### config.mk
export PLATFORM = sky130hd
export DESIGN_NAME = error_code_blink_sequencer_core
export DESIGN_NICKNAME = d
export VERILOG_FILES = /design/src/hw/rtl/ecbs_pkg.sv /design/src/hw/rtl/error_code_blink_sequencer_core.sv
export SDC_FILE = /design/constraint.sdc
export NUM_CORES = 1
export LEC_CHECK = 0
export BUFFER_PORTS_ARGS = -buffer_cell sky130_fd_sc_hd__buf_2
export CORE_ASPECT_RATIO = 1.2
export CORE_MARGIN = 2
export CORE_UTILIZATION = 40
export DETAILED_ROUTE_END_ITERATION = 10
export PLACE_DENSITY = 0.56
export RECOVER_POWER = 25
export SLEW_MARGIN = 5
export SYNTH_ARGS = -nofsm -noshare
export SYNTH_HDL_FRONTEND = slang
export SYNTH_SLANG_ARGS = --single-unit
### constraint.sdc
create_clock -name i_clk -period 7.9 [get_ports i_clk]
set_input_delay 0.395 -clock i_clk [delete_from_list [all_inputs] [get_ports i_clk]]
set_output_delay 0.395 -clock i_clk [all_outputs]
set_load 0.005 [all_outputs]
### src/hw/rtl/ecbs_pkg.sv
// Package for the error code blink sequencer: phase codes, register indexes,
// the fixed pulse pattern table and the rotating next-error search.
// Used by error_code_blink_sequencer_core; depends on nothing else.
package ecbs_pkg;

    localparam int NumCodes      = 9;
    localparam int SymbolsPerCode = 5;
    localparam int TickW         = 16;
    localparam int CodeW         = 4;
    localparam int SymW          = 3;
    localparam int CfgIndexW     = 3;

    // Configuration register indexes.
    localparam logic [CfgIndexW-1:0] REG_SHORT   = 3'd0;
    localparam logic [CfgIndexW-1:0] REG_LONG    = 3'd1;
    localparam logic [CfgIndexW-1:0] REG_PAUSE   = 3'd2;
    localparam logic [CfgIndexW-1:0] REG_GAP     = 3'd3;
    localparam logic [CfgIndexW-1:0] REG_FLASH   = 3'd4;
    localparam logic [CfgIndexW-1:0] REG_SUCCESS = 3'd5;

    localparam logic [TickW-1:0] SHORT_RESET   = 16'd200;
    localparam logic [TickW-1:0] LONG_RESET    = 16'd600;
    localparam logic [TickW-1:0] PAUSE_RESET   = 16'd200;
    localparam logic [TickW-1:0] GAP_RESET     = 16'd500;
    localparam logic [TickW-1:0] FLASH_RESET   = 16'd1000;
    localparam logic [TickW-1:0] SUCCESS_RESET = 16'd10000;

    // Input command codes.
    localparam logic CMD_TICK  = 1'b0;
    localparam logic CMD_START = 1'b1;

    // Mode codes on the result.
    localparam logic [1:0] MODE_IDLE    = 2'd0;
    localparam logic [1:0] MODE_CODE    = 2'd1;
    localparam logic [1:0] MODE_SEP     = 2'd2;
    localparam logic [1:0] MODE_SUCCESS = 2'd3;

    typedef enum logic [6:0] {
        PH_IDLE    = 7'b0000001,
        PH_PULSE   = 7'b0000010,
        PH_PAUSE   = 7'b0000100,
        PH_GAP1    = 7'b0001000,
        PH_FLASH   = 7'b0010000,
        PH_GAP2    = 7'b0100000,
        PH_SUCCESS = 7'b1000000
    } t_phase;

    // Bit k set: symbol k of the code is a long pulse.
    localparam logic [SymbolsPerCode-1:0] PULSE_PATTERN [NumCodes] = '{
        5'h15, 5'h18, 5'h11, 5'h1C, 5'h07, 5'h0E, 5'h1F, 5'h00, 5'h0A
    };

    // First set bit of mask found searching upward from (from + 1), wrapping
    // at NumCodes. Returns 0 when the mask is empty.
    function automatic logic [CodeW-1:0] next_code(input logic [CodeW-1:0] from,
                                                   input logic [NumCodes-1:0] mask);
        logic [CodeW:0]   sum;
        logic [CodeW-1:0] idx;
        logic [CodeW-1:0] pick;
        pick = '0;
        for (int k = NumCodes; k >= 1; k--) begin
            sum = {1'b0, from} + (CodeW+1)'(k);
            if (sum >= (CodeW+1)'(NumCodes)) begin
                sum = sum - (CodeW+1)'(NumCodes);
            end
            idx = sum[CodeW-1:0];
            if (mask[idx]) begin
                pick = idx;
            end
        end
        return pick;
    endfunction

endpackage

### src/hw/rtl/error_code_blink_sequencer_core.sv
// Top level of the error code blink sequencer: stream input, stream output,
// configuration registers and the phase sequencer. Depends on ecbs_pkg.
//
// Usage: each input item is either a one-millisecond tick (tuser = 0) or a
// start (tuser = 1) carrying a 9-bit error mask in tdata. Every accepted item
// yields exactly one result item with the LED levels, the code being shown
// and the mode after that item. An empty mask lights green for success_ticks
// ticks and then goes idle; otherwise each set error, lowest first, blinks
// five red pulses from the pattern table, then gap, turquoise flash, gap, and
// the next set error follows, wrapping around until a new start arrives.
// The result is registered: it is valid the cycle after the item is accepted.
// Throughput: one item per cycle while the receiver takes results; the phase
// update and the rotating search for the next error are both combinational
// between the state registers and the result register.
// The input is ready whenever the result register is empty or being taken,
// so a stalled receiver holds one result and stalls the input behind it.
// Reset (synchronous, active low) returns to idle with an empty mask and
// loads the default durations. Configuration writes take effect at once.
module error_code_blink_sequencer_core
    import ecbs_pkg::*;
(
    input  logic                 i_clk,
    input  logic                 i_rst_n,
    // Input stream
    input  logic                 i_s_axis_tvalid,
    output logic                 o_s_axis_tready,
    input  logic [15:0]          i_s_axis_tdata,  // [8:0] error_flags, rest zero
    input  logic                 i_s_axis_tuser,  // [0] command
    // Result stream
    output logic                 o_m_axis_tvalid,
    input  logic                 i_m_axis_tready,
    output logic [15:0]          o_m_axis_tdata,  // [0] red LED, [1] green LED,
                                                  // [2] blue LED, [6:3] code_shown,
                                                  // [8:7] mode, rest zero
    // Configuration write port
    input  logic                 i_cfg_we,
    input  logic [CfgIndexW-1:0] i_cfg_index,
    input  logic [TickW-1:0]     i_cfg_wdata
);

    logic [TickW-1:0] r_short, r_long, r_pause, r_gap, r_flash, r_success;

    t_phase              r_phase, n_phase;
    logic [NumCodes-1:0] r_held_mask, n_held_mask;
    logic [CodeW-1:0]    r_code_index, n_code_index;
    logic [SymW-1:0]     r_symbol_index, n_symbol_index;
    logic [TickW-1:0]    r_tick_count, n_tick_count;

    logic                r_out_valid;
    logic [15:0]         r_out_data, n_out_data;

    logic                in_accept;
    logic                cmd;
    logic [NumCodes-1:0] flags;
    logic [TickW-1:0]    phase_len;
    logic [TickW:0]      tick_next;
    logic [SymbolsPerCode-1:0] pattern;
    logic                led_r, led_g, led_b;
    logic [CodeW-1:0]    shown;
    logic [1:0]          mode;

    assign o_s_axis_tready = !r_out_valid || i_m_axis_tready;
    assign in_accept       = i_s_axis_tvalid && o_s_axis_tready;
    assign cmd             = i_s_axis_tuser;
    assign flags           = i_s_axis_tdata[NumCodes-1:0];

    assign o_m_axis_tvalid = r_out_valid;
    assign o_m_axis_tdata  = r_out_data;

    // Configuration registers.
    always_ff @(posedge i_clk) begin
        if (!i_rst_n) begin
            r_short   <= SHORT_RESET;
            r_long    <= LONG_RESET;
            r_pause   <= PAUSE_RESET;
            r_gap     <= GAP_RESET;
            r_flash   <= FLASH_RESET;
            r_success <= SUCCESS_RESET;
        end else if (i_cfg_we) begin
            case (i_cfg_index)
                REG_SHORT:   r_short   <= i_cfg_wdata;
                REG_LONG:    r_long    <= i_cfg_wdata;
                REG_PAUSE:   r_pause   <= i_cfg_wdata;
                REG_GAP:     r_gap     <= i_cfg_wdata;
                REG_FLASH:   r_flash   <= i_cfg_wdata;
                REG_SUCCESS: r_success <= i_cfg_wdata;
                default: ;
            endcase
        end
    end

    assign pattern = PULSE_PATTERN[r_code_index];

    always_comb begin
        case (r_phase)
            PH_PULSE:   phase_len = pattern[r_symbol_index] ? r_long : r_short;
            PH_PAUSE:   phase_len = r_pause;
            PH_GAP1:    phase_len = r_gap;
            PH_GAP2:    phase_len = r_gap;
            PH_FLASH:   phase_len = r_flash;
            PH_SUCCESS: phase_len = r_success;
            default:    phase_len = TickW'(1);
        endcase
    end

    assign tick_next = {1'b0, r_tick_count} + (TickW+1)'(1);

    // Next state for the item at the input.
    always_comb begin
        n_phase        = r_phase;
        n_held_mask    = r_held_mask;
        n_code_index   = r_code_index;
        n_symbol_index = r_symbol_index;
        n_tick_count   = r_tick_count;
        if (cmd == CMD_START) begin
            n_held_mask    = flags;
            n_tick_count   = '0;
            n_symbol_index = '0;
            if (flags == '0) begin
                n_code_index = '0;
                n_phase      = PH_SUCCESS;
            end else begin
                n_code_index = next_code(CodeW'(NumCodes - 1), flags);
                n_phase      = PH_PULSE;
            end
        end else if (r_phase != PH_IDLE) begin
            if (tick_next >= {1'b0, phase_len}) begin
                n_tick_count = '0;
                case (r_phase)
                    PH_PULSE: n_phase = PH_PAUSE;
                    PH_PAUSE: begin
                        if (r_symbol_index == SymW'(SymbolsPerCode - 1)) begin
                            n_symbol_index = '0;
                            n_phase        = PH_GAP1;
                        end else begin
                            n_symbol_index = r_symbol_index + SymW'(1);
                            n_phase        = PH_PULSE;
                        end
                    end
                    PH_GAP1:  n_phase = PH_FLASH;
                    PH_FLASH: n_phase = PH_GAP2;
                    PH_GAP2: begin
                        n_code_index   = next_code(r_code_index, r_held_mask);
                        n_symbol_index = '0;
                        n_phase        = PH_PULSE;
                    end
                    default: n_phase = PH_IDLE;
                endcase
            end else begin
                n_tick_count = tick_next[TickW-1:0];
            end
        end
    end

    // Result fields follow the phase after the item.
    always_comb begin
        led_r = 1'b0;
        led_g = 1'b0;
        led_b = 1'b0;
        shown = '0;
        mode  = MODE_IDLE;
        case (n_phase)
            PH_PULSE: begin
                led_r = 1'b1;
                mode  = MODE_CODE;
                shown = n_code_index;
            end
            PH_PAUSE: begin
                mode  = MODE_CODE;
                shown = n_code_index;
            end
            PH_GAP1, PH_GAP2: begin
                mode  = MODE_SEP;
                shown = n_code_index;
            end
            PH_FLASH: begin
                led_g = 1'b1;
                led_b = 1'b1;
                mode  = MODE_SEP;
                shown = n_code_index;
            end
            PH_SUCCESS: begin
                led_g = 1'b1;
                mode  = MODE_SUCCESS;
            end
            default: ;
        endcase
        n_out_data = {7'b0, mode, shown, led_b, led_g, led_r};
    end

    always_ff @(posedge i_clk) begin
        if (!i_rst_n) begin
            r_phase        <= PH_IDLE;
            r_held_mask    <= '0;
            r_code_index   <= '0;
            r_symbol_index <= '0;
            r_tick_count   <= '0;
            r_out_valid    <= 1'b0;
        end else begin
            if (in_accept) begin
                r_phase        <= n_phase;
                r_held_mask    <= n_held_mask;
                r_code_index   <= n_code_index;
                r_symbol_index <= n_symbol_index;
                r_tick_count   <= n_tick_count;
                r_out_valid    <= 1'b1;
            end else if (i_m_axis_tready) begin
                r_out_valid    <= 1'b0;
            end
        end
    end

    always_ff @(posedge i_clk) begin
        if (in_accept) begin
            r_out_data <= n_out_data;
        end
    end

    // A start with a nonempty mask lands on the first pulse of a set error.
    a_start_code: assert property (@(posedge i_clk) disable iff (!i_rst_n)
        in_accept && cmd == CMD_START && flags != '0
        |=> r_phase == PH_PULSE && r_held_mask[r_code_index] && r_symbol_index == '0)
        else $error("start did not select a set error");

    // While a code or separator runs, the code index points at a set error.
    a_code_set: assert property (@(posedge i_clk) disable iff (!i_rst_n)
        r_phase != PH_IDLE && r_phase != PH_SUCCESS |-> r_held_mask[r_code_index])
        else $error("code index points at a clear error bit");

    // A tick while idle leaves the block idle.
    a_idle_tick: assert property (@(posedge i_clk) disable iff (!i_rst_n)
        in_accept && cmd == CMD_TICK && r_phase == PH_IDLE |=> r_phase == PH_IDLE)
        else $error("tick left idle");

    // Every accepted item leaves a result waiting.
    a_result: assert property (@(posedge i_clk) disable iff (!i_rst_n)
        in_accept |=> r_out_valid)
        else $error("accepted item produced no result");

endmodule

==> summary.md <==
| Metric | Value |
|---|---|
| Leading cell types by total area after synthesis | `dfxtp_1, nand2_1, a21boi_0, ha_1, a21oi_1` |
| Portion of synthesized cell area occupied by the leading cell type | `24.86%` |
| Relative contribution of sequential cells to total power | `39.6%` |
| Sw Share | `27.93%` |
| Portion of netlist area occupied by mux cells | `7.643%` |
| H-tree Lvls | `4` |
| Cell at the root of the clock tree | `clkbuf_16` |
| Transition at the pin with the smallest max-transition slack | `1.166 ns` |
| Part of the power in the clock network | `44.2%` |
| Data arrival time of the critical path | `6.76 ns` |
| Per-cell routed wire length | `19.54 um` |
| Compound-cell area share of the yosys netlist | `24.54%` |
| Synth Area in Adders | `4.684%` |
| Unrepaired setup endpoints after global routing | `false` |
| # diodes | `0` |
| Internal power contribution | `1.415 mW` |
| Largest vdd supply drop | `0.1582 mV` |
| Count of unresolved DRC violations after routing | `0` |
| GPL Wtd Cong | `0.9185` |
| Global-route wire length before repair | `54120 um` |
| Clock-pin slew on the worst setup and hold paths | `0.06 ns` |
| Setup Buffers After CTS | `0` |
| Total congestion overflow | `0` |
| Tot GR Track Use | `23.92%` |
| Initial DRC Count | `777` |
| Clk Latency, worst-skew pair | `0.44 ns` |
| Final setup fails | `0` |
| CTS buffer count | `17` |
| Largest family of logic cells by synthesized area | `simple AND/OR/NAND/NOR gates` |
| Synth Area in XOR/XNOR | `2.833%` |
| Initial standard-cell utilization of the core | `40.56%` |
| Row cnt | `66` |
| Worst slew margin relative to its limit | `21.75%` |
| Number of nets in the layout | `1481` |
| Maximum clock frequency | `0.1517 GHz` |
| Leading area contributor after synthesis | `dfxtp_1` |
| Count of final max-slew check failures | `0` |
| Most instantiated library cell after synthesis | `nand2_1` |
| Cell count after synthesis | `1418` |
| CTS tree | `done` |
| Area growth from synthesis to layout | `8.569%` |
| I/O pin count | `59` |
| Synth top cells by count | `nand2_1, dfxtp_1, a21boi_0` |
| Synth cell types | `102` |
| Core footprint | `0.02700 mm2` |
| Number of vias after detailed routing | `10.27k` |
| Sequential cell area fraction in the yosys report | `27.33%` |
| Category of the worst setup path capture point | `flop` |
| Syn. warnings | `0` |
| Post-route clock skew | `0.01245 ns` |
| Power Density | `165.1 mW/mm2` |
| Width of the die | `155.1 um` |
| Hold_buf cts | `0` |
| Number of resized instances in the post-cts repair step | `0` |
| Max_cap viols | `0` |
| IO Port Bufs | `44` |
| Cell area after synthesis | `0.01095 mm2` |
| Static Leakage | `4.401 nW` |
| Final min period | `6.591 ns` |
| Clock Tree Buf Depth | `2` |
| Endpoints failing hold | `0` |
| Startpoint types | `flop` |
| Gate power share | `16.3%` |
| EDFF count, synth | `9` |
| Maximum number of pins on one net before global-route repair | `75` |
| Number of antenna violations at the first check in global routing | `1` |
| Total wire length after detailed routing | `34240 um` |
| Critical-path maximum fanout | `33` |
| Required time at the worst-slack endpoint | `8.07 ns` |
| Worst hold path type | `input pin to flop` |
| Via-per-instance ratio | `5.862` |
| Overall power | `1.963 mW` |
| Count of antenna-violating nets left after detailed routing | `0` |
| Num Clock Sinks | `145` |
| Synthesized-area fraction occupied by and/or/nand/nor cells | `27.50%` |
| Kind of critical path | `flop to flop` |
| Final core area utilization | `44.03%` |
| Post-synthesis register bit count | `145` |
| Die outline area | `0.02872 mm2` |
| Via count of the first global-routing pass | `9870` |
| Setup TNS | `0 ns` |
| Die Span Y | `185.3 um` |
| Period utilisation layout | `83.43%` |
| Mean instance size in the synthesized netlist | `7.723 um2` |
| Run status | `complete, no violations` |
| Share of post-route cells with drive strength above 1 | `11.05%` |
| Post-synthesis async set-or-reset flop share | `0%` |
| Switching component of the power | `0.5484 mW` |
| Placed wire-length estimate | `23800 um` |
| Commonest register cell after synthesis | `dfxtp_1` |
| DR pass1 iterations | `5` |
==> through the flow <==
| stage | hold slack, ns | instance area (um2) | setup slack [ns] | cells |
|---|---|---|---|---|
| after floorplan | 0.4351 | 10970 | 1.523 | 1424 |
| after global placement | 0.4456 | 11280 | 1.517 | 1720 |
| after detailed placement | 0.4549 | 11280 | 1.338 | 1720 |
| after CTS | 0.2114 | 11910 | 1.341 | 1752 |
| after global routing | 0.2444 | 11890 | 0.8192 | 1752 |
| final | 0.2284 | 11890 | 1.309 | 1752 |
==> area by class of cell <==
type                       instances  area, um2
fill                            2783      15110
multi-input combinational       1144       7393
sequential                       145       2994
clock buffer                      19      442.9
tap                              340      425.4
timing repair buffer              62      342.8
clock inverter                    13      182.7
inverter                          29      108.9
==> routing by layer <==
| layer | GRT usage (%) | vias to the layer above | part of all wire, % |
|---|---|---|---|
| met2 | 42.38 | 302 | 50 |
| met4 | 9.704 | 0 | 2.7 |
| met5 | 0 | - | 0 |
| li1 | - | 5050 | - |
| met3 | 2.901 | 66 | 4.3 |
| met1 | 29.40 | 4853 | 43 |
==> path summary, 6_finish.rpt <==
check                          from                 to  slack [ns]  cells after the start
setup / recovery    r_code_index[0]  o_m_axis_tdata[5]        1.31                     23
hold / removal    i_s_axis_tdata[7]     r_held_mask[7]        0.23                      3
setup reg to reg    r_code_index[0]  o_m_axis_tdata[5]        1.31                     23
hold reg to reg           r_long[8]          r_long[8]        0.46                      2
==> critical path: stages (launching register included) <==
cell and delay, ns:
dfxtp_2 0.52, inv_1 0.10, ha_1 0.29, buf_4 0.38, inv_2 0.26, nor2_1 0.15, a2111oi_0 0.08, a31oi_1 0.17
nor3_1 0.06, nor2_1 0.12, buf_4 0.30, mux2_2 0.37, a21oi_1 0.25, ha_1 0.32, nand4_1 0.11, o41ai_1 0.08
a211o_1 0.34, nor4_4 0.76, nor3_1 0.18, o31ai_1 0.48, nor4b_1 0.15, and2_1 0.18, a211oi_1 0.51, o2bb2ai_1 0.14
==> power by group through the flow <==
stage,logic [mW],registers [mW],clock network (mW)
6_report,0.319,0.777,0.867
5_1_grt,0.348,0.779,0.911
4_1_cts,0.318,0.776,0.886
3_5_place_dp,0.317,0.792,0
3_3_place_gp,0.315,0.792,0
2_1_floorplan,0.239,0.783,0
==> flip-flops by register name, summed over array words and instances (netlist names) <==
register         flops
o_m_axis_tdata       9
o_m_axis_tvalid      1
r_code_index         4
r_flash             16
r_gap               16
r_held_mask          9
r_long              16
r_pause             16
r_phase              7
r_short             16
r_success           16
r_symbol_index       3
r_tick_count        16
==> cells by family (layout without fill, tap and decap cells) <==
kind of cell,Yosys count,count (layout)
flip-flops,145,145
AND/OR/NAND/NOR,628,628
AO/OA/AOI/OAI,369,369
adder cells (fa/ha/maj),41,41
buffers and inverters,135,123
XOR/XNOR,32,32
multiplexers,67,67
other,1,7
==> layout by cell type (no fill, tap or decap), drive strengths merged, types with 6 or more instances in the layout <==
| cell | Yosys | layout |
|---|---|---|
| a21oi | 70 | 70 |
| a31oi | 11 | 11 |
| nand4 | 8 | 8 |
| clkinv | 2 | 6 |
| a211o | 8 | 8 |
| xor2 | 11 | 11 |
| nor3 | 30 | 30 |
| o21a | 6 | 6 |
| a2111oi | 8 | 8 |
| mux4 | 10 | 10 |
| clkbuf | 72 | 31 |
| o311ai | 7 | 7 |
| nand3 | 66 | 66 |
| mux2i | 34 | 34 |
| ha | 41 | 41 |
| edfxtp | 9 | 9 |
| and3 | 12 | 12 |
| xnor2 | 21 | 21 |
| inv | 27 | 30 |
| nor4b | 6 | 6 |
| dfxtp | 136 | 136 |
| a211oi | 18 | 18 |
| mux2 | 23 | 23 |
| nor2b | 24 | 24 |
| and2 | 21 | 21 |
| conb | 1 | 7 |
| or2 | 7 | 7 |
| nor3b | 7 | 7 |
| buf | 34 | 50 |
| a222oi | 16 | 16 |
| nand2 | 320 | 320 |
| nor2 | 65 | 65 |
| nand2b | 23 | 23 |
| a22oi | 9 | 9 |
| nor4 | 9 | 9 |
| a21boi | 92 | 92 |
| o211ai | 17 | 17 |
| o31ai | 8 | 8 |
| o21ai | 50 | 50 |
Note: power is estimated with default switching activity, not from simulation.
